File: src/hdl/assert_macros.svh
// Assertion macros shared by the layer normalization RTL.
// Depends on nothing; included by the modules that carry assertions.
`ifndef ASSERT_MACROS_SVH
`define ASSERT_MACROS_SVH
// Same-cycle implication, disabled during reset
`define LN_ASSERT_IMPL(label, clk, rst_n, a, c) \
	label: assert property (@(posedge clk) disable iff (!rst_n) (a) |-> (c)) \
		else $error("same-cycle implication failed");
// Next-cycle implication, disabled during reset
`define LN_ASSERT_NEXT(label, clk, rst_n, a, c) \
	label: assert property (@(posedge clk) disable iff (!rst_n) (a) |=> (c)) \
		else $error("next-cycle implication failed");
`endif

File: src/hdl/lnorm_pkg.sv
// Types, widths and register codes of the layer normalization block.
// Depends on nothing; imported by every other file but assert_macros.svh.
`default_nettype none
package lnorm_pkg;
	localparam int MAX_LENGTH = 4096;
	localparam int DATA_BITS  = 16;
	localparam int IDX_W      = $clog2(MAX_LENGTH);
	localparam int CNT_W      = IDX_W + 1;
	localparam int SUM_W      = DATA_BITS + CNT_W;
	localparam int SQ_W       = 2 * DATA_BITS + IDX_W;
	localparam int MEAN_W     = DATA_BITS + 8;
	localparam int INV_W      = 32;
	localparam int DVD_W      = SQ_W + 16;
	localparam int DSR_W      = SQ_W + 1;
	localparam int CNTR_W     = $clog2(DVD_W + 1);
	localparam int ROOT_W     = 50;
	localparam int FIFO_DEPTH = 4;
	localparam int FIFO_AW    = $clog2(FIFO_DEPTH);

	localparam int LEN_W = 13;
	localparam int EPS_W = 16;
	localparam int PADDR_W = 3;
	localparam logic [PADDR_W-1:0] ADDR_LENGTH  = 3'd0;
	localparam logic [PADDR_W-1:0] ADDR_EPSILON = 3'd4;
	localparam logic [LEN_W-1:0] LENGTH_RESET  = 13'd2560;
	localparam logic [EPS_W-1:0] EPSILON_RESET = 16'd1;

	localparam logic OP_LOAD  = 1'b0;
	localparam logic OP_DRAIN = 1'b1;

	typedef enum logic [1:0] {
		CMD_LOAD  = 2'b01,
		CMD_DRAIN = 2'b10
	} cmd_kind_t;

	typedef struct packed {
		cmd_kind_t                    kind;
		logic                         fin;
		logic [IDX_W-1:0]             idx;
		logic signed [DATA_BITS-1:0]  sample;
		logic signed [DATA_BITS-1:0]  scale;
		logic signed [DATA_BITS-1:0]  offset;
	} cmd_t;

	typedef struct packed {
		logic full;
		logic empty;
	} fifo_stat_t;

	typedef struct packed {
		logic             start;
		logic [DVD_W-1:0] dividend;
		logic [DSR_W-1:0] divisor;
	} div_req_t;

	typedef struct packed {
		logic             busy;
		logic             done;
		logic [DVD_W-1:0] quotient;
		logic [DSR_W-1:0] remainder;
	} div_rsp_t;
endpackage
`default_nettype wire

File: src/hdl/lnorm_fifo.sv
// Short command queue between the front and the back.
// Depends on lnorm_pkg and assert_macros.svh.
`default_nettype none
module lnorm_fifo (
	input  wire logic            clk,
	input  wire logic            arst_n,
	input  wire logic            push,
	input  wire lnorm_pkg::cmd_t push_cmd,
	input  wire logic            pop,
	output lnorm_pkg::cmd_t      head,
	output lnorm_pkg::fifo_stat_t stat
);
	import lnorm_pkg::*;
	`include "assert_macros.svh"

	cmd_t               slot_q [FIFO_DEPTH];
	logic [FIFO_AW-1:0] wr_q;
	logic [FIFO_AW-1:0] rd_q;
	logic [FIFO_AW:0]   cnt_q;

	// Store pushed commands
	always_ff @(posedge clk) begin
		if (push) begin
			slot_q[wr_q] <= push_cmd;
		end
	end

	// Advance pointers and fill count
	always_ff @(posedge clk or negedge arst_n) begin
		if (!arst_n) begin
			wr_q  <= '0;
			rd_q  <= '0;
			cnt_q <= '0;
		end else begin
			if (push) wr_q <= wr_q + 1'b1;
			if (pop) rd_q <= rd_q + 1'b1;
			cnt_q <= cnt_q + (FIFO_AW+1)'(push) - (FIFO_AW+1)'(pop);
		end
	end

	assign head = slot_q[rd_q];
	assign stat = '{full: (cnt_q == (FIFO_AW+1)'(FIFO_DEPTH)), empty: (cnt_q == '0)};

	`LN_ASSERT_IMPL(a_no_overflow, clk, arst_n, push, !stat.full)
	`LN_ASSERT_IMPL(a_no_underflow, clk, arst_n, pop, !stat.empty)
endmodule
`default_nettype wire

File: config.mk
export PLATFORM = sky130hd
export DESIGN_NAME = lnorm_fifo
export DESIGN_NICKNAME = d
export VERILOG_FILES = /design/src/hdl/lnorm_pkg.sv /design/src/hdl/lnorm_fifo.sv
export VERILOG_INCLUDE_DIRS = /design/src /design/src/hdl
export SDC_FILE = /design/constraint.sdc
export NUM_CORES = 1
export LEC_CHECK = 0
export BUFFER_PORTS_ARGS = -buffer_cell sky130_fd_sc_hd__buf_2
export CAP_MARGIN = 20
export CORE_UTILIZATION = 45
export DETAILED_ROUTE_END_ITERATION = 8
export GPL_ROUTABILITY_DRIVEN = 0
export GPL_TIMING_DRIVEN = 0
export PLACE_DENSITY = 0.65
export SKIP_LAST_GASP = 1
export SLEW_MARGIN = 40
export SYNTH_ARGS = -nofsm -noshare
export SYNTH_HDL_FRONTEND = slang
export SYNTH_SLANG_ARGS = --single-unit
File: constraint.sdc
create_clock -name clk -period 3.95 [get_ports clk]
set_clock_uncertainty 0.2 [all_clocks]
set_input_delay 0.1975 -clock clk [delete_from_list [all_inputs] [get_ports clk]]
set_output_delay 0.1975 -clock clk [all_outputs]
set_load 0.01 [all_outputs]
## After elaboration in Yosys (flattened, before gate mapping)

Memory sizes are Yosys's and may differ from the RTL's.
Index checks and enable logic that the tools add are counted.

| storage, ports and cells | value |
|---|---|
| memories | 1 |
| logic and storage cells | 12 |
| RAM bits | 252 |
| output and inout bits | 65 |
| bits in registers | 7 |
| bits of input ports | 67 |

| cells by class | value |
|---|---|
| multiplexer cells | 2 |
| equal/unequal tests | 1 |
| $add $sub $neg | 4 |
| reduce and logical (&&, ||, !) cells | 1 |

Memory list:

| name | depth | bits a word | read ports | clocked after memory_dff | wr ports | line | RTL |
|---|---|---|---|---|---|---|---|
| slot_q | 4 | 63 | 1 | 0 | 1 | lnorm_fifo.sv:16 | `cmd_t slot_q [FIFO_DEPTH];` |

Operator list:

| kind | count |
|---|---|
| adder 2 x 1 -> 2 bit, second input constant | 2 |
| adder 3 x 1 -> 3 bit | 1 |
| equality test 3 bit, second input constant | 1 |
| zero test 3 bit | 1 |
| subtractor 3 x 1 -> 3 bit | 1 |
| two-way mux 1 bit | 2 |

## Depth between registers and ports, before layout

| logic depth | value |
|---|---|
| depth after elaboration | 2 |
| depth in mapped cells | 6 |

## Worst setup path before layout

OpenSTA, ideal clock, no wires.

| path | value |
|---|---|
| path kind | register to register |
| start | reg wr_q[0] |
| end | mem slot_q[0][0] (netlist name), enable pin |
| cell stages (with the launch flop) | 4 |
| arrival time | 2.104 ns |
| path buffers | 0 |
| setup time | 0.427 ns |
| period minus slack after synthesis | 2.731 ns |
| path slack | 1.219 ns |
| cell sequence | dfrtp_1 inv_1 ha_1 and2_1 |

RTL lines:

| item | line | RTL |
|---|---|---|
| start, declared | lnorm_fifo.sv:17 | `logic [FIFO_AW-1:0] wr_q;` |
| start signal, assigned | lnorm_fifo.sv:35 | `if (push) wr_q <= wr_q + 1'b1;` |
| end, declared | lnorm_fifo.sv:16 |  |

Straight into the memory's write port.

==> metrics.md <==
| Metric | Value |
|---|---|
| Cells on worst reg2reg path | 4 |
| Clock Pin Slew Worst Setup and Hold Paths | 0.06 ns |
| Share of post-route cells with drive strength above 1 | 41.2% |
| Crit path time final | 2.38 ns |
| Reg2Reg Setup Slack | 1.91 ns |
| Port Buffer Count | 131 |
| Pins Over Slew Limit | 0 |
| Layout overhead on the synthesized area | 26.8% |
| Setup Buffers After CTS | 0 |
| Netlist cell types | 16 |
| Headroom to the max-slew limit | 66.3% |
| Vias per cell | 5.07 |
| YS warnings | 0 |
| WP data required | 3.55 ns |
| Fin Setup TNS | 0 ns |
| Nets | 667 |
| Fin crit share | 60.3% |
| Die height | 147 um |
| I/O Pins | 132 |
| Syn avg cell area | 26.1 sq um |
| CP Data Arrival Time | 1.98 ns |
| Async S/R FF share, synth | 2.70% |
| Final setup fails | 0 |
| Die area | 0.0217 sq mm |
| Register Area | 0.00774 sq mm |
| Vias post-DR | 4468 |
| Inserted Clock Buffers | 26 |
| Non-Filler Instances | 882 |
| Status | finished clean |
| Maximum VDD drop | 0.000442 V |
| WL/cell | 18.8 um |
| First-pass GRT wire length | 26100 um |
| Worst setup path end | head[54] |
| Max-cap violations | 0 |
| Final HPWL DP | 9910 um |
| Synth area leaders | edfxtp_1, mux4_2, dfrtp_1 |
| Reg-to-reg critical path startpoint | wr_q[0] |
| DRC viols | 0 |
| CP endpoint kind | output pin |
| Hold Slack | 0.226 ns |
| Total GRT Usage | 15.8% |
| Count leader, synth | edfxtp_1 |
| Initial Utilization | 46.4% |
| Vias in the first global route | 4968 |
| CP Launch Point | rd_q[0] |
| GRT overflow | 0 |
| Syn_nets | 437 |
| RSZ-0062 raised after global routing | no |
| N_diodes | 0 |
| Area of the multi-input gates | 0.00162 sq mm |
| P_leak | 4.20 nW |
| Worst-Margin Slew | 0.506 ns |
| Seq/Total Area, Yosys | 81.7% |
| Share of the synthesized area in the top cell type | 79.8% |
| # placed instances | 768 |
| Crit Path Category | reg2out |
| Fmax | 0.420 GHz |
| Power Dens Cells | 704 mW/mm^2 |
| Core area | 0.0204 sq mm |
| Chip width | 147 um |
| Routed Wire Length | 16600 um |
| Fill count | 1561 |
| Most used DFF post-synth | edfxtp_1 |
| Drt pass-1 iters | 4 |
| Clk Latency, worst-skew pair | 0.52 ns |
| HP Class | in2reg |
| CTS sink cnt | 259 |
| Row cnt | 52 |
| Pin count of the biggest net entering global routing | 35 |
| CTS root buf | clkbuf_16 |
| R2r endpoint | slot_q[0][35] |
| H-tree levels | 1 |
| Final ANT Viol Nets | 0 |
| Post-synthesis cell count | 363 |
| Maximum net fanout on the critical path | 10 |
| CP startpoint kind | register |
| Clock buffer depth | 3 |
| Area leader, netlist | edfxtp_1 |
| Final Hold Fails | 0 |
| #FFs+latches synth | 259 |
| Post-synth top cells | edfxtp_1, mux4_2, buf_2, dfrtp_1 |
| Mapped cell area | 0.00948 sq mm |
| Number of synthesized flops with an enable pin | 252 |
| Initial antenna violation count | 0 |
| CTS tree | built |
| DRT iter0 DRCs | 211 |
-- registers in the layout, summed over array words and instances (netlist names) --
signal	cells
slot_q	252
cnt_q	3
rd_q	2
wr_q	2
-- metrics by stage --
stage                     area [sq um]  setup WS, ns  power (mW)  utilization (%)
final                            12000          1.57        8.46             58.8
after global routing             12000          1.46        8.90             58.8
after CTS                        12000          1.51        8.62             58.8
after detailed placement         10600          1.92        6.31             51.7
after global placement           10500       0.00120        6.25             51.3
after floorplan                   9480          1.22        5.38                -
-- routing by layer --
| metal | global-route usage, % | part of all wire, % | wire length [um] | vias to the layer above |
|---|---|---|---|---|
| li1 | - | - | - | 2008 |
| met1 | 20.2 | 41 | 6830 | 2312 |
| met2 | 27.8 | 52 | 8640 | 120 |
| met3 | 2.45 | 4.5 | 746 | 28 |
| met4 | 4.79 | 2.2 | 357 | 0 |
| met5 | 0 | 0 | 0 | - |
-- power breakdown --
group          switching (mW)  internal, mW  leakage, nW
clock                   0.966          1.28        0.376
sequential              0.115          3.59         2.40
combinational            1.30          1.21         1.43
total                    2.38          6.08         4.20
-- cell type report --
type,instances,share of cell area [%]
clock inverters,15,0.937
flip-flops and latches,259,64.4
well taps,270,2.81
multi-input cells,84,13.4
inverters,6,0.187
clock buffers,32,5.60
repair buffers,202,11.7
plain buffers,14,0.916
-- cell usage in the layout, fill, tap and decap left out, drive strengths merged --
| cell type | count |
|---|---|
| buf | 149 |
| nor3 | 1 |
| and2 | 4 |
| o21ai | 1 |
| nand2 | 2 |
| clkinv | 11 |
| clkbuf | 32 |
| dfrtp | 7 |
| xor2 | 3 |
| bufinv | 1 |
| mux4 | 63 |
| edfxtp | 252 |
| dlygate4sd3 | 67 |
| xnor2 | 2 |
| fa | 1 |
| ha | 6 |
| inv | 6 |
| clkinvlp | 3 |
| and3 | 1 |
-- worst min-delay path by stage --
stage                 start       endpoint  slack, ns  depth (start not counted)
6_report       push_cmd[55]  slot_q[1][55]       0.23                          2
5_1_grt        push_cmd[50]  slot_q[0][50]       0.22                          2
4_1_cts        push_cmd[58]  slot_q[2][58]       0.20                          2
3_5_place_dp         arst_n       cnt_q[0]      -0.15                          1
3_3_place_gp         arst_n       cnt_q[0]      -0.16                          1
2_1_floorplan        arst_n       cnt_q[0]      -0.30                          0
-- kinds of logic after synthesis --
group | count (synthesis) | synth area share (%)
flip-flops | 259 | 81.7
multiplexers | 63 | 15.0
buffers and inverters | 20 | 1.40
AND/OR/NAND/NOR | 8 | 0.462
adder cells (fa/ha/maj) | 7 | 1.00
XOR/XNOR | 5 | 0.462
AO/OA/AOI/OAI | 1 | 0.0527
-- critical path, stage by stage (launching register included) --
cell and delay [ns]:
dfrtp_1 0.36, buf_6 0.19, buf_6 0.20, mux4_2 0.55, buf_2 0.16
-- timing repair --
item | CTS | global route
gates resized for setup | 0 | 0
hold endpoints to repair | 264 | 0
hold buffers | 67 | 0
setup endpoints to repair | 0 | 0
No activity file was read; power rests on OpenSTA's default activity.
