<file path="src/hdl/assert_macros.svh">
// Assertion macros shared by the layer normalization RTL.
// Depends on nothing; included by the modules that carry assertions.
`ifndef ASSERT_MACROS_SVH
`define ASSERT_MACROS_SVH
// Same-cycle implication, disabled during reset
`define LN_ASSERT_IMPL(label, clk, rst_n, a, c) \
	label: assert property (@(posedge clk) disable iff (!rst_n) (a) |-> (c)) \
		else $error("same-cycle implication failed");
// Next-cycle implication, disabled during reset
`define LN_ASSERT_NEXT(label, clk, rst_n, a, c) \
	label: assert property (@(posedge clk) disable iff (!rst_n) (a) |=> (c)) \
		else $error("next-cycle implication failed");
`endif

</file>
<file path="src/hdl/lnorm_pkg.sv">
// Types, widths and register codes of the layer normalization block.
// Depends on nothing; imported by every other file but assert_macros.svh.
`default_nettype none
package lnorm_pkg;
	localparam int MAX_LENGTH = 4096;
	localparam int DATA_BITS  = 16;
	localparam int IDX_W      = $clog2(MAX_LENGTH);
	localparam int CNT_W      = IDX_W + 1;
	localparam int SUM_W      = DATA_BITS + CNT_W;
	localparam int SQ_W       = 2 * DATA_BITS + IDX_W;
	localparam int MEAN_W     = DATA_BITS + 8;
	localparam int INV_W      = 32;
	localparam int DVD_W      = SQ_W + 16;
	localparam int DSR_W      = SQ_W + 1;
	localparam int CNTR_W     = $clog2(DVD_W + 1);
	localparam int ROOT_W     = 50;
	localparam int FIFO_DEPTH = 4;
	localparam int FIFO_AW    = $clog2(FIFO_DEPTH);

	localparam int LEN_W = 13;
	localparam int EPS_W = 16;
	localparam int PADDR_W = 3;
	localparam logic [PADDR_W-1:0] ADDR_LENGTH  = 3'd0;
	localparam logic [PADDR_W-1:0] ADDR_EPSILON = 3'd4;
	localparam logic [LEN_W-1:0] LENGTH_RESET  = 13'd2560;
	localparam logic [EPS_W-1:0] EPSILON_RESET = 16'd1;

	localparam logic OP_LOAD  = 1'b0;
	localparam logic OP_DRAIN = 1'b1;

	typedef enum logic [1:0] {
		CMD_LOAD  = 2'b01,
		CMD_DRAIN = 2'b10
	} cmd_kind_t;

	typedef struct packed {
		cmd_kind_t                    kind;
		logic                         fin;
		logic [IDX_W-1:0]             idx;
		logic signed [DATA_BITS-1:0]  sample;
		logic signed [DATA_BITS-1:0]  scale;
		logic signed [DATA_BITS-1:0]  offset;
	} cmd_t;

	typedef struct packed {
		logic full;
		logic empty;
	} fifo_stat_t;

	typedef struct packed {
		logic             start;
		logic [DVD_W-1:0] dividend;
		logic [DSR_W-1:0] divisor;
	} div_req_t;

	typedef struct packed {
		logic             busy;
		logic             done;
		logic [DVD_W-1:0] quotient;
		logic [DSR_W-1:0] remainder;
	} div_rsp_t;
endpackage
`default_nettype wire

</file>
<file path="src/hdl/lnorm_if.sv">
// Valid/ready channel interfaces for input items and result items.
// Depends on lnorm_pkg.
`default_nettype none
interface lnorm_in_if;
	import lnorm_pkg::*;
	logic                        valid;
	logic                        ready;
	logic                        opcode;
	logic signed [DATA_BITS-1:0] sample_value;
	logic signed [DATA_BITS-1:0] scale_value;
	logic signed [DATA_BITS-1:0] offset_value;
	modport source (output valid, opcode, sample_value, scale_value, offset_value,
		input ready);
	modport sink (input valid, opcode, sample_value, scale_value, offset_value,
		output ready);
endinterface

`default_nettype wire

</file>
<file path="src/hdl/lnorm_front.sv">
// Front end: accepts items, tracks load/drain phase, queues commands.
// Depends on lnorm_pkg and lnorm_if.
`default_nettype none
module lnorm_front (
	input  wire logic                  clk,
	input  wire logic                  arst_n,
	lnorm_in_if.sink                   in_ch,
	input  wire logic [lnorm_pkg::CNT_W-1:0] len_eff,
	input  wire lnorm_pkg::fifo_stat_t fifo_stat,
	output logic                       push,
	output lnorm_pkg::cmd_t            push_cmd
);
	import lnorm_pkg::*;

	logic             draining_q;
	logic [CNT_W-1:0] count_q;
	logic             accept;
	logic             use_it;
	logic             at_end;
	logic [CNT_W-1:0] count_nx;

	assign in_ch.ready = !fifo_stat.full;
	assign accept      = in_ch.valid && in_ch.ready;
	assign count_nx    = count_q + 1'b1;
	assign at_end      = (count_nx >= len_eff);
	// Loads count only while loading, drains only while draining
	assign use_it      = (in_ch.opcode == OP_DRAIN) ? draining_q : !draining_q;
	assign push        = accept && use_it;

	always_comb begin
		push_cmd.kind   = (in_ch.opcode == OP_DRAIN) ? CMD_DRAIN : CMD_LOAD;
		push_cmd.fin    = at_end;
		push_cmd.idx    = count_q[IDX_W-1:0];
		push_cmd.sample = in_ch.sample_value;
		push_cmd.scale  = in_ch.scale_value;
		push_cmd.offset = in_ch.offset_value;
	end

	// Advance the element count, flip phase at the end of a vector
	always_ff @(posedge clk or negedge arst_n) begin
		if (!arst_n) begin
			draining_q <= 1'b0;
			count_q    <= '0;
		end else if (push) begin
			if (at_end) begin
				count_q    <= '0;
				draining_q <= !draining_q;
			end else begin
				count_q <= count_nx;
			end
		end
	end
endmodule
`default_nettype wire

</file>
<file path="src/flat_wrapper.sv">
// flat-port wrapper written by rule: the top's interface ports become plain ports
module lnorm_front_flat import lnorm_pkg::*;
  (clk, arst_n, len_eff, fifo_stat, push, push_cmd, in_ch_valid, in_ch_opcode, in_ch_sample_value, in_ch_scale_value, in_ch_offset_value, in_ch_ready);
  lnorm_in_if in_ch_i ();
  input  wire logic clk;
  input  wire logic arst_n;
  input  wire logic [lnorm_pkg::CNT_W-1:0] len_eff;
  input  wire lnorm_pkg::fifo_stat_t fifo_stat;
  output logic push;
  output lnorm_pkg::cmd_t push_cmd;
  input wire logic [$bits(in_ch_i.valid)-1:0] in_ch_valid;
  input wire logic [$bits(in_ch_i.opcode)-1:0] in_ch_opcode;
  input wire logic [$bits(in_ch_i.sample_value)-1:0] in_ch_sample_value;
  input wire logic [$bits(in_ch_i.scale_value)-1:0] in_ch_scale_value;
  input wire logic [$bits(in_ch_i.offset_value)-1:0] in_ch_offset_value;
  output wire logic [$bits(in_ch_i.ready)-1:0] in_ch_ready;
  assign in_ch_i.valid = in_ch_valid;
  assign in_ch_i.opcode = in_ch_opcode;
  assign in_ch_i.sample_value = in_ch_sample_value;
  assign in_ch_i.scale_value = in_ch_scale_value;
  assign in_ch_i.offset_value = in_ch_offset_value;
  assign in_ch_ready = in_ch_i.ready;
  lnorm_front u_core (.clk(clk), .arst_n(arst_n), .in_ch(in_ch_i), .len_eff(len_eff), .fifo_stat(fifo_stat), .push(push), .push_cmd(push_cmd));
endmodule
</file>
<file path="config.mk">
export PLATFORM = sky130hd
export DESIGN_NAME = lnorm_front_flat
export DESIGN_NICKNAME = d
export VERILOG_FILES = /design/src/hdl/assert_macros.svh /design/src/hdl/lnorm_pkg.sv /design/src/hdl/lnorm_if.sv /design/src/hdl/lnorm_front.sv /design/src/flat_wrapper.sv
export SDC_FILE = /design/constraint.sdc
export NUM_CORES = 1
export LEC_CHECK = 0
export ABC_CLOCK_PERIOD_IN_PS = 8880
export BUFFER_PORTS_ARGS = -buffer_cell sky130_fd_sc_hd__clkbuf_2
export CAP_MARGIN = 20
export CORE_ASPECT_RATIO = 1.25
export CORE_MARGIN = 4
export CORE_UTILIZATION = 43
export DETAILED_ROUTE_END_ITERATION = 6
export GPL_TIMING_DRIVEN = 0
export PLACE_DENSITY = 0.94
export SLEW_MARGIN = 20
export SYNTH_ARGS = -nofsm -noshare
export SYNTH_HDL_FRONTEND = slang
export SYNTH_SLANG_ARGS = --single-unit
</file>
<file path="constraint.sdc">
create_clock -name clk -period 8.88 [get_ports clk]
set_clock_uncertainty 0.2 [all_clocks]
set_input_delay 0.888 -clock clk [delete_from_list [all_inputs] [get_ports clk]]
set_output_delay 0.888 -clock clk [all_outputs]
set_load 0.02 [all_outputs]
</file>
# --- After elaboration in Yosys (flattened, before gate mapping) ---
# Index checks and enable logic that the tools add are counted.
classes:
  n_addsub: 1
  reduce_logical: 5
  magnitude_cmp: 1
  muxes: 3
op_table:
  columns: ["cell", "count"]
  rows:
  - ["adder 13 x 1 -> 13 bit (second input constant)", 1]
  - [">= comparator 13 bit", 1]
  - ["2-to-1 mux 13 bit", 1]
  - ["logical AND 1 bit", 2]
  - ["zero test 1 bit", 2]
  - ["2-to-1 mux 2 bit", 1]
  - ["AND reduction 2 bit", 1]
  - ["2-to-1 mux 1 bit", 1]
word_totals:
  regBits: 14
  wordCells: 12
  inputBits: 67

# --- Logic depth before layout (Yosys ltp) ---
# Gate-level depths: netlist (run 1).
logic_depth:
  depth_word: 4
  depth_mapped: 11

# --- Least setup slack after synthesis (run 1) ---
# Ideal clock, no wire load.
synth_path:
  path_kind: "reg2out"
  from: "register u_core.count_q[0]"
  to: "output push_cmd[60] (netlist bit)"
  arrival_time_ns: 2.404
  path_stages_with_launch: 12
  slack_ns: 5.388
  n_path_buf: 2
  t_required_ns: 7.792
  cell_sequence: "dfrtp_1 ha_1 and4_1 nand4_1 xnor2_1 ha_1 nand2_2 a2111oi_4 o21ai_2 buf_6 nand2_1 buf_4"
synth_via:
  elab_chain_len: 2
synth_lines:
  columns: ["element", "line", "text"]
  rows:
  - ["start: declaration", "lnorm_front.sv:16", "logic [CNT_W-1:0] count_q;"]
  - ["start signal: assignment", "lnorm_front.sv:49", "count_q <= count_nx;"]
  - ["adder 13 x 1 -> 13 bit", "lnorm_front.sv:24", "assign count_nx = count_q + 1'b1;"]
  - [">= comparator 13 bit", "lnorm_front.sv:25", "assign at_end = (count_nx >= len_eff);"]
  - ["end: declaration", "flat_wrapper.sv:10", "output lnorm_pkg::cmd_t push_cmd;"]
# No other way between the ends.

# --- Worst setup path in the final report (run 1) ---
# Same ends and word-level chain as after synthesis.

==> results of run 1 <==
## synthesized netlist by cell type
library cell                number  share of area, %
sky130_fd_sc_hd__nand2_1        22               5.0
sky130_fd_sc_hd__xnor2_1         7               3.7
sky130_fd_sc_hd__and2_1          4               1.5
sky130_fd_sc_hd__mux2_1          1              0.68
sky130_fd_sc_hd__mux2i_1         1              0.60
sky130_fd_sc_hd__ha_1           14                11
sky130_fd_sc_hd__nor3_1          1              0.30
sky130_fd_sc_hd__inv_1          18               4.1
sky130_fd_sc_hd__xor2_1          4               2.1
sky130_fd_sc_hd__and3_4          1              0.68
sky130_fd_sc_hd__o22ai_1         2              0.75
sky130_fd_sc_hd__clkbuf_1        1              0.23
sky130_fd_sc_hd__o21ai_2         1              0.53
sky130_fd_sc_hd__a32oi_1         1              0.53
sky130_fd_sc_hd__dfrtp_1        14                21
sky130_fd_sc_hd__a41o_1          3               1.8
sky130_fd_sc_hd__a31oi_1         3               1.1
sky130_fd_sc_hd__o31ai_1         1              0.45
sky130_fd_sc_hd__buf_6           1              0.68
sky130_fd_sc_hd__clkbuf_8        1              0.83
sky130_fd_sc_hd__clkinv_1        1              0.23
sky130_fd_sc_hd__a21oi_1         8               2.4
sky130_fd_sc_hd__and4_1          1              0.53
sky130_fd_sc_hd__buf_4          62                28
sky130_fd_sc_hd__nand3_1         6               1.8
sky130_fd_sc_hd__nor2_1          6               1.4
sky130_fd_sc_hd__nand4_1         3               1.1
sky130_fd_sc_hd__and3_1          2              0.75
sky130_fd_sc_hd__nand2b_1        2              0.75
sky130_fd_sc_hd__nand2_2         1              0.38
sky130_fd_sc_hd__o21ai_0        10               3.0
sky130_fd_sc_hd__nand3_4         1               1.1
sky130_fd_sc_hd__a2111oi_4       1               1.7
## worst max-delay path by stage
stage	end	slack (ps)
after CTS	push_cmd[60]	4530
after global routing	push_cmd[60]	4200
final	push_cmd[60]	4550
after detailed placement	push_cmd[60]	4820
after floorplan	push_cmd[60]	5390
after global placement	push_cmd[60]	4900
## kinds of logic (layout without fill, tap and decap cells)
family / Yosys count / after routing / share of synthesized area [%]
buf+inv: 84 / 170 / 33.96
simple gates: 50 / 50 / 15.18
compound gates: 30 / 30 / 12.25
fa+ha+maj: 14 / 14 / 10.52
flops: 14 / 14 / 21.04
xor+xnor: 11 / 11 / 5.785
mux: 2 / 2 / 1.277
## sequential cells by signal, summed over array words and instances (netlist names)
| name | flops |
|---|---|
| u_core.count_q | 13 |
| u_core.draining_q | 1 |
## stage by stage
step / instance area [sq um] / utilization, % / setup WS, ps / hold WS (ps)
2_1_floorplan: 1665 / - / 5388 / 270.4
3_3_place_gp: 2126 / 56.63 / 4903 / 285.2
3_5_place_dp: 2126 / 56.63 / 4821 / 301.1
4_1_cts: 2181 / 58.10 / 4534 / 315.9
5_1_grt: 2181 / 58.10 / 4196 / 348.6
6_report: 2181 / 58.10 / 4554 / 319.3
## placed cells by master (no fill, tap or decap), types with 2 or more instances in the layout
cell type	Yosys	final
sky130_fd_sc_hd__clkbuf_2	0	82
sky130_fd_sc_hd__o22ai_1	2	2
sky130_fd_sc_hd__a41o_1	3	3
sky130_fd_sc_hd__xor2_1	4	4
sky130_fd_sc_hd__nand2b_1	2	2
sky130_fd_sc_hd__inv_1	18	18
sky130_fd_sc_hd__xnor2_1	7	7
sky130_fd_sc_hd__nor2_1	6	6
sky130_fd_sc_hd__ha_1	14	14
sky130_fd_sc_hd__and2_1	4	4
sky130_fd_sc_hd__and3_1	2	2
sky130_fd_sc_hd__nand2_1	22	22
sky130_fd_sc_hd__a21oi_1	8	8
sky130_fd_sc_hd__nand3_1	6	6
sky130_fd_sc_hd__buf_4	62	62
sky130_fd_sc_hd__dfrtp_1	14	14
sky130_fd_sc_hd__o21ai_0	10	10
sky130_fd_sc_hd__nand4_1	3	3
sky130_fd_sc_hd__a31oi_1	3	3
sky130_fd_sc_hd__clkbuf_8	1	5
## cell type report
class / instances / area (sq um)
inverters: 19 / 71.32
well taps: 40 / 50.05
clock buffers: 4 / 55.05
flip-flops and latches: 14 / 350.3
fillers: 337 / 1573
plain buffers: 65 / 494.2
multi-input cells: 107 / 749.5
repair buffers: 82 / 410.4
## worst max-delay path, stage by stage, from the launching register on
cell	delay, ps
sky130_fd_sc_hd__dfrtp_1	500
sky130_fd_sc_hd__ha_1	290
sky130_fd_sc_hd__and4_1	300
sky130_fd_sc_hd__nand2_1	90
sky130_fd_sc_hd__xnor2_1	240
sky130_fd_sc_hd__ha_1	310
sky130_fd_sc_hd__a21oi_1	150
sky130_fd_sc_hd__o21ai_0	100
sky130_fd_sc_hd__a21oi_1	320
sky130_fd_sc_hd__clkbuf_8	240
sky130_fd_sc_hd__nand2_1	130
sky130_fd_sc_hd__buf_4	170
sky130_fd_sc_hd__clkbuf_2	140
## metal layers
| metal | up-vias | wire length, um | share of wire, % | GRT usage [%] |
|---|---|---|---|---|
| met1 | 653 | 1509 | 37 | 18.08 |
| li1 | 792 | - | - | - |
| met2 | 96 | 2059 | 51 | 28.94 |
| met3 | 10 | 367 | 9.1 | 3.039 |
| met4 | 0 | 99 | 2.5 | 7.775 |
| met5 | - | 0 | 0 | 0 |
## power breakdown
group | switching [mW] | leakage, nW | internal (mW)
Sequential | 0.0253 | 0.173 | 0.0778
Combinational | 0.102 | 1.07 | 0.0856
Clock | 0.0246 | 0.0288 | 0.0394
Total | 0.152 | 1.28 | 0.203
==> flow_summary.toml, run 1 <==
[clocking]
cts-root-buf = "sky130_fd_sc_hd__clkbuf_8"
tritoncts = "done"
cts_post_setup_buffers_inserted = 0
cts_buffers = 3
hold_buffers = 0
cts.clk_slew.worst_paths_ps = 60
clock_sink_count = 14
htree_num_levels = 1
worst_skew_pair.late_latency_ps = 260
ctsResizeCount = 0
clock_tree.buffer_depth = 2

[final_layout]
areaGrowthSynthToFinish_pct = 30.95
layout-drive-gt1-share_pct = 53.26
layout.cells.non_filler = 331
fin_nets = 373
num_antenna_cells = 0

[timing]
unrepaired_setup_endpoints_after_global_routing = "false"
totalNegativeSetupSlack_ps = 0
hold_viol_final = 0
slew_headroom_pct = 73.93
fmaxAchievable_mhz = 231.2
report.final.slew_viol_count = 0
worstMarginPinSlew_ps = 391.1
finalSetupViolCount = 0
fin_crit_sh_pct = 48.71
post_layout_min_period_ps = 4326

[critical_path]
ff_to_ff_end = "u_core.count_q[7]$_DFFE_PN0P_"
worst-setup-path-type = "reg -> out"
required_time_of_the_worst_setup_path_ps = 7790
critPathArrivalTime_ps = 3240
r2r_slack_ps = 5720
cp-end-kind = "output port"
critical_path.max_fanout = 10
r2r_cells = 11
rr_startpoint = "u_core.count_q[0]$_DFFE_PN0P_"
worst_setup_path_startpoint = "u_core.count_q[0]$_DFFE_PN0P_"
timing.critical_path.from_type = "register"

[power_and_ir_drop]
vdd.ir_drop.worst_uv = 58.46
power_leakage_nw = 1.275
total_power_uw = 354.7
powerDensity_nw_per_um2 = 162.6

[detailed_routing]
drt.antenna.violating_nets = 0
detail_route.wl_per_cell_um = 12.19
detailedRoute.firstIterationViolations = 67
vias_per_cell = 4.686
drc = 0
detail_route.first_pass.iterations = 4
route.final.wire_length_um = 4035
via_count = 1551

[hold_path]
startpoint_of_the_most_critical_hold_path = "u_core.count_q[12]$_DFFE_PN0P_"
hold_depth = 2
timing.hold.worst_endpoint = "u_core.count_q[12]$_DFFE_PN0P_"
hold_class = "reg -> reg"

[run_status]
status = "finished clean"

[floorplan]
die_height_um = 77.58
row_count = 25
design.core.area_sq_um = 3754
pin_count = 132
chip_width_um = 63.66
fp.dieArea_sq_um = 4939
floorplan.initialDensity_pct = 44.37

[synthesis]
synth-seq-cells = 14
ys.warnings.count = 0
syn-num-nets = 286
avgSynthCellArea_sq_um = 8.124
postSynthCellCount = 205
synthDistinctLibCells = 33
synth.cell_area_sq_um = 1665
synth-seq-area-share_pct = 21.04

[global_route]
globalRouteOverflowTotal = 0
grt_pass1_wl_um = 6437
gr-usage-all-layers_pct = 16.16
grt_pass1_vias = 1508
grt_max_degree = 15
antenna_violations_before_repair = 0

[place]
placement.io_buffers = 82
detailed_place_hpwl_um = 3516
gp_congestion = 0.8590
count_of_placed_standard_cells_including_taps = 327

[job]
maxCapViolCount = 0
(Power assumes the default switching activity.)
==> run 2: changes to the inputs <==
--- a/config.mk
+++ b/config.mk
@@ -5,15 +5,15 @@
 export SDC_FILE = /design/constraint.sdc
 export NUM_CORES = 1
 export LEC_CHECK = 0
-export ABC_CLOCK_PERIOD_IN_PS = 8880
+export ABC_CLOCK_PERIOD_IN_PS = 4150
 export BUFFER_PORTS_ARGS = -buffer_cell sky130_fd_sc_hd__clkbuf_2
 export CAP_MARGIN = 20
 export CORE_ASPECT_RATIO = 1.25
 export CORE_MARGIN = 4
-export CORE_UTILIZATION = 43
+export CORE_UTILIZATION = 40
 export DETAILED_ROUTE_END_ITERATION = 6
 export GPL_TIMING_DRIVEN = 0
-export PLACE_DENSITY = 0.94
+export PLACE_DENSITY = 0.88
 export SLEW_MARGIN = 20
 export SYNTH_ARGS = -nofsm -noshare
 export SYNTH_HDL_FRONTEND = slang
==> constraint.sdc (replaced) <==
create_clock -name clk -period 4.15 [get_ports clk]
set_clock_uncertainty 0.2 [all_clocks]
set_input_delay 0.415 -clock clk [delete_from_list [all_inputs] [get_ports clk]]
set_output_delay 0.415 -clock clk [all_outputs]
set_load 0.02 [all_outputs]
==> run 2 against run 1 <==
Global-route usage is 1.4 points lower. Final cell count is 4.5% higher. Total power is 110% higher. Design area is 1.3% higher. Clock power is 110% higher. Die area is 6.6% higher. Combinational power is 110% higher. Sequential share of layout area is 0.20 points lower. Clock-buffer cell count stayed put. Sequential cell count stayed put. Critical path type unchanged. Critical endpoint unchanged. Highest routed layer unchanged.
==> flow_summary.toml, run 2 (synthesized netlist as in run 1, its figures left out) <==
[run_status]
status = "finished clean"

[timing]
report.final.slew_viol_count = 0
worstMarginPinSlew_ps = 398.7
slew_headroom_pct = 73.42
worst_hold_slack_after_final_layout_ps = 285.2
fin_crit_sh_pct = 92.98
fmaxAchievable_mhz = 259.2
hold_viol_final = 0
finalSetupViolCount = 0
unrepaired_setup_endpoints_after_global_routing = "false"
totalNegativeSetupSlack_ps = 0
post_layout_min_period_ps = 3859
fin_ws_ps = 291.3

[place]
gp_congestion = 0.8836
placement.io_buffers = 82
pre_cts_slack_ps = 611.0
detailed_place_hpwl_um = 3500

[global_route]
grt_max_degree = 15
grt_pass1_vias = 1473
grt_pass1_wl_um = 6134
antenna_violations_before_repair = 0
gr-usage-all-layers_pct = 14.75
globalRouteOverflowTotal = 0

[final_layout]
layout-drive-gt1-share_pct = 53.08
num_antenna_cells = 0
mostFrequentLayoutCell = "sky130_fd_sc_hd__clkbuf_2"
largest_reg_flops = 13
reg.largest.list = "u_core.count_q x13, u_core.draining_q x1"
largest_register = "u_core.count_q"
fin_nets = 374
areaGrowthSynthToFinish_pct = 32.61
most-common-layout-cells = "sky130_fd_sc_hd__clkbuf_2 (82), sky130_fd_sc_hd__buf_4 (62), sky130_fd_sc_hd__nand2_1 (22)"

[floorplan]
floorplan.initialDensity_pct = 42.59
design.core.area_sq_um = 3910
chip_width_um = 65.71
die_height_um = 80.14
pin_count = 132
row_count = 25
fp.dieArea_sq_um = 5266

[critical_path]
slowest_library_cell_on_the_worst_path = "sky130_fd_sc_hd__dfrtp_1"
r2r_cells = 11
required_time_of_the_worst_setup_path_ps = 3530
critical_path.max_stage_delay_ps = 500
timing.critical_path.from_type = "register"
cp-end-kind = "output port"
worstPathCellList = "ha_1, and4_1, nand2_1, xnor2_1, ha_1, a21oi_1, o21ai_0, a21oi_1, clkbuf_8, nand2_1, buf_4, clkbuf_2"
critical_path.max_fanout = 10
critPathArrivalTime_ps = 3240
worst-setup-path-type = "reg -> out"

[hold_path]
hold_depth = 3
hold_class = "in -> reg"

[detailed_routing]
drt.antenna.violating_nets = 0
via_count = 1531
drc = 0
detail_route.first_pass.iterations = 4
detail_route.wl_per_cell_um = 11.59
detailedRoute.firstIterationViolations = 38
route.final.wire_length_um = 4011
vias_per_cell = 4.425

[power_and_ir_drop]
power_leakage_nw = 1.279
power.switching_uw = 324.0
total_power_uw = 756.9
internal_power_summed_over_all_cells_uw = 432.9
pwr-share-seq_pct = 29.2
switch_share_pct = 42.80
powerDensity_nw_per_um2 = 342.7
vdd.ir_drop.worst_uv = 190.6
comb_power_share_pct = 52.7
power_frac_clock_pct = 18.1

[clocking]
cts-root-buf = "sky130_fd_sc_hd__clkbuf_8"
htree_num_levels = 1
tritoncts = "done"
clock_sink_count = 14
worst_skew_pair.late_latency_ps = 250
cts_buffers = 3
clock_tree.buffer_depth = 2
cts_post_setup_buffers_inserted = 0
ctsResizeCount = 0
cts.clk_slew.worst_paths_ps = 60

[job]
maxCapViolCount = 0
## run 2: cell count changes in the layout (fill, tap and decap cells not counted)
cell	delta
sky130_fd_sc_hd__dlygate4sd3_1	+1
## run 2: area by class of cell
type	instances	area [sq um]
plain buffers	65	494.2
clock buffers	4	55.05
fillers	375	1702
inverters	19	71.32
multi-input cells	107	749.5
flip-flops and latches	14	350.3
well taps	54	67.56
repair buffers	83	420.4
## run 2: final timing paths
check | start | end | slack, ps
max in group asynchronous | arst_n | u_core.count_q[7]$_DFFE_PN0P_ | 3070
hold / removal | in_ch_opcode | u_core.draining_q$_DFFE_PN0P_ | 290
setup / recovery | u_core.count_q[0]$_DFFE_PN0P_ | push_cmd[60] | 290
min in group asynchronous | arst_n | u_core.count_q[2]$_DFFE_PN0P_ | 410
hold reg to reg | u_core.count_q[12]$_DFFE_PN0P_ | u_core.count_q[12]$_DFFE_PN0P_ | 310
setup reg to reg | u_core.count_q[0]$_DFFE_PN0P_ | u_core.count_q[1]$_DFFE_PN0P_ | 960
## run 2: worst max-delay path: cells and delay by family (launching register included)
kind / cells / cell delay [ps]
XOR/XNOR: 1 / 270
adder cells (fa/ha/maj): 2 / 590
AND/OR/NAND/NOR: 3 / 510
buffers and inverters: 3 / 530
AO/OA/AOI/OAI: 3 / 590
flip-flops: 1 / 500
## run 2: timing repair
action,in CTS,in global routing
hold buffers,1,0
hold endpoints to repair,14,0
endpoints found under the setup margin,0,0
## run 2: routing by layer
metal / vias to the layer above / GRT usage (%) / share of wire (%)
li1: 793 / - / -
met1: 646 / 15.32 / 35
met2: 88 / 27.68 / 53
met3: 4 / 4.615 / 11
met4: 0 / 4.357 / 1.1
met5: - / 0 / 0
## run 2: power by group through the flow
| stage | clock (mW) | combinational, mW | sequential [mW] |
|---|---|---|---|
| final | 0.137 | 0.399 | 0.221 |
| after CTS | 0.139 | 0.406 | 0.221 |
| after global routing | 0.144 | 0.444 | 0.230 |
| after global placement | 0 | 0.391 | 0.221 |
| after detailed placement | 0 | 0.404 | 0.224 |
| after floorplan | 0 | 0.303 | 0.209 |
## run 2: through the flow
stage | utilization [%] | instances | area [sq um]
2_1_floorplan | - | 205 | 1665
3_3_place_gp | 54.82 | 341 | 2143
3_5_place_dp | 54.82 | 341 | 2143
4_1_cts | 56.48 | 346 | 2208
5_1_grt | 56.48 | 346 | 2208
6_report | 56.48 | 346 | 2208
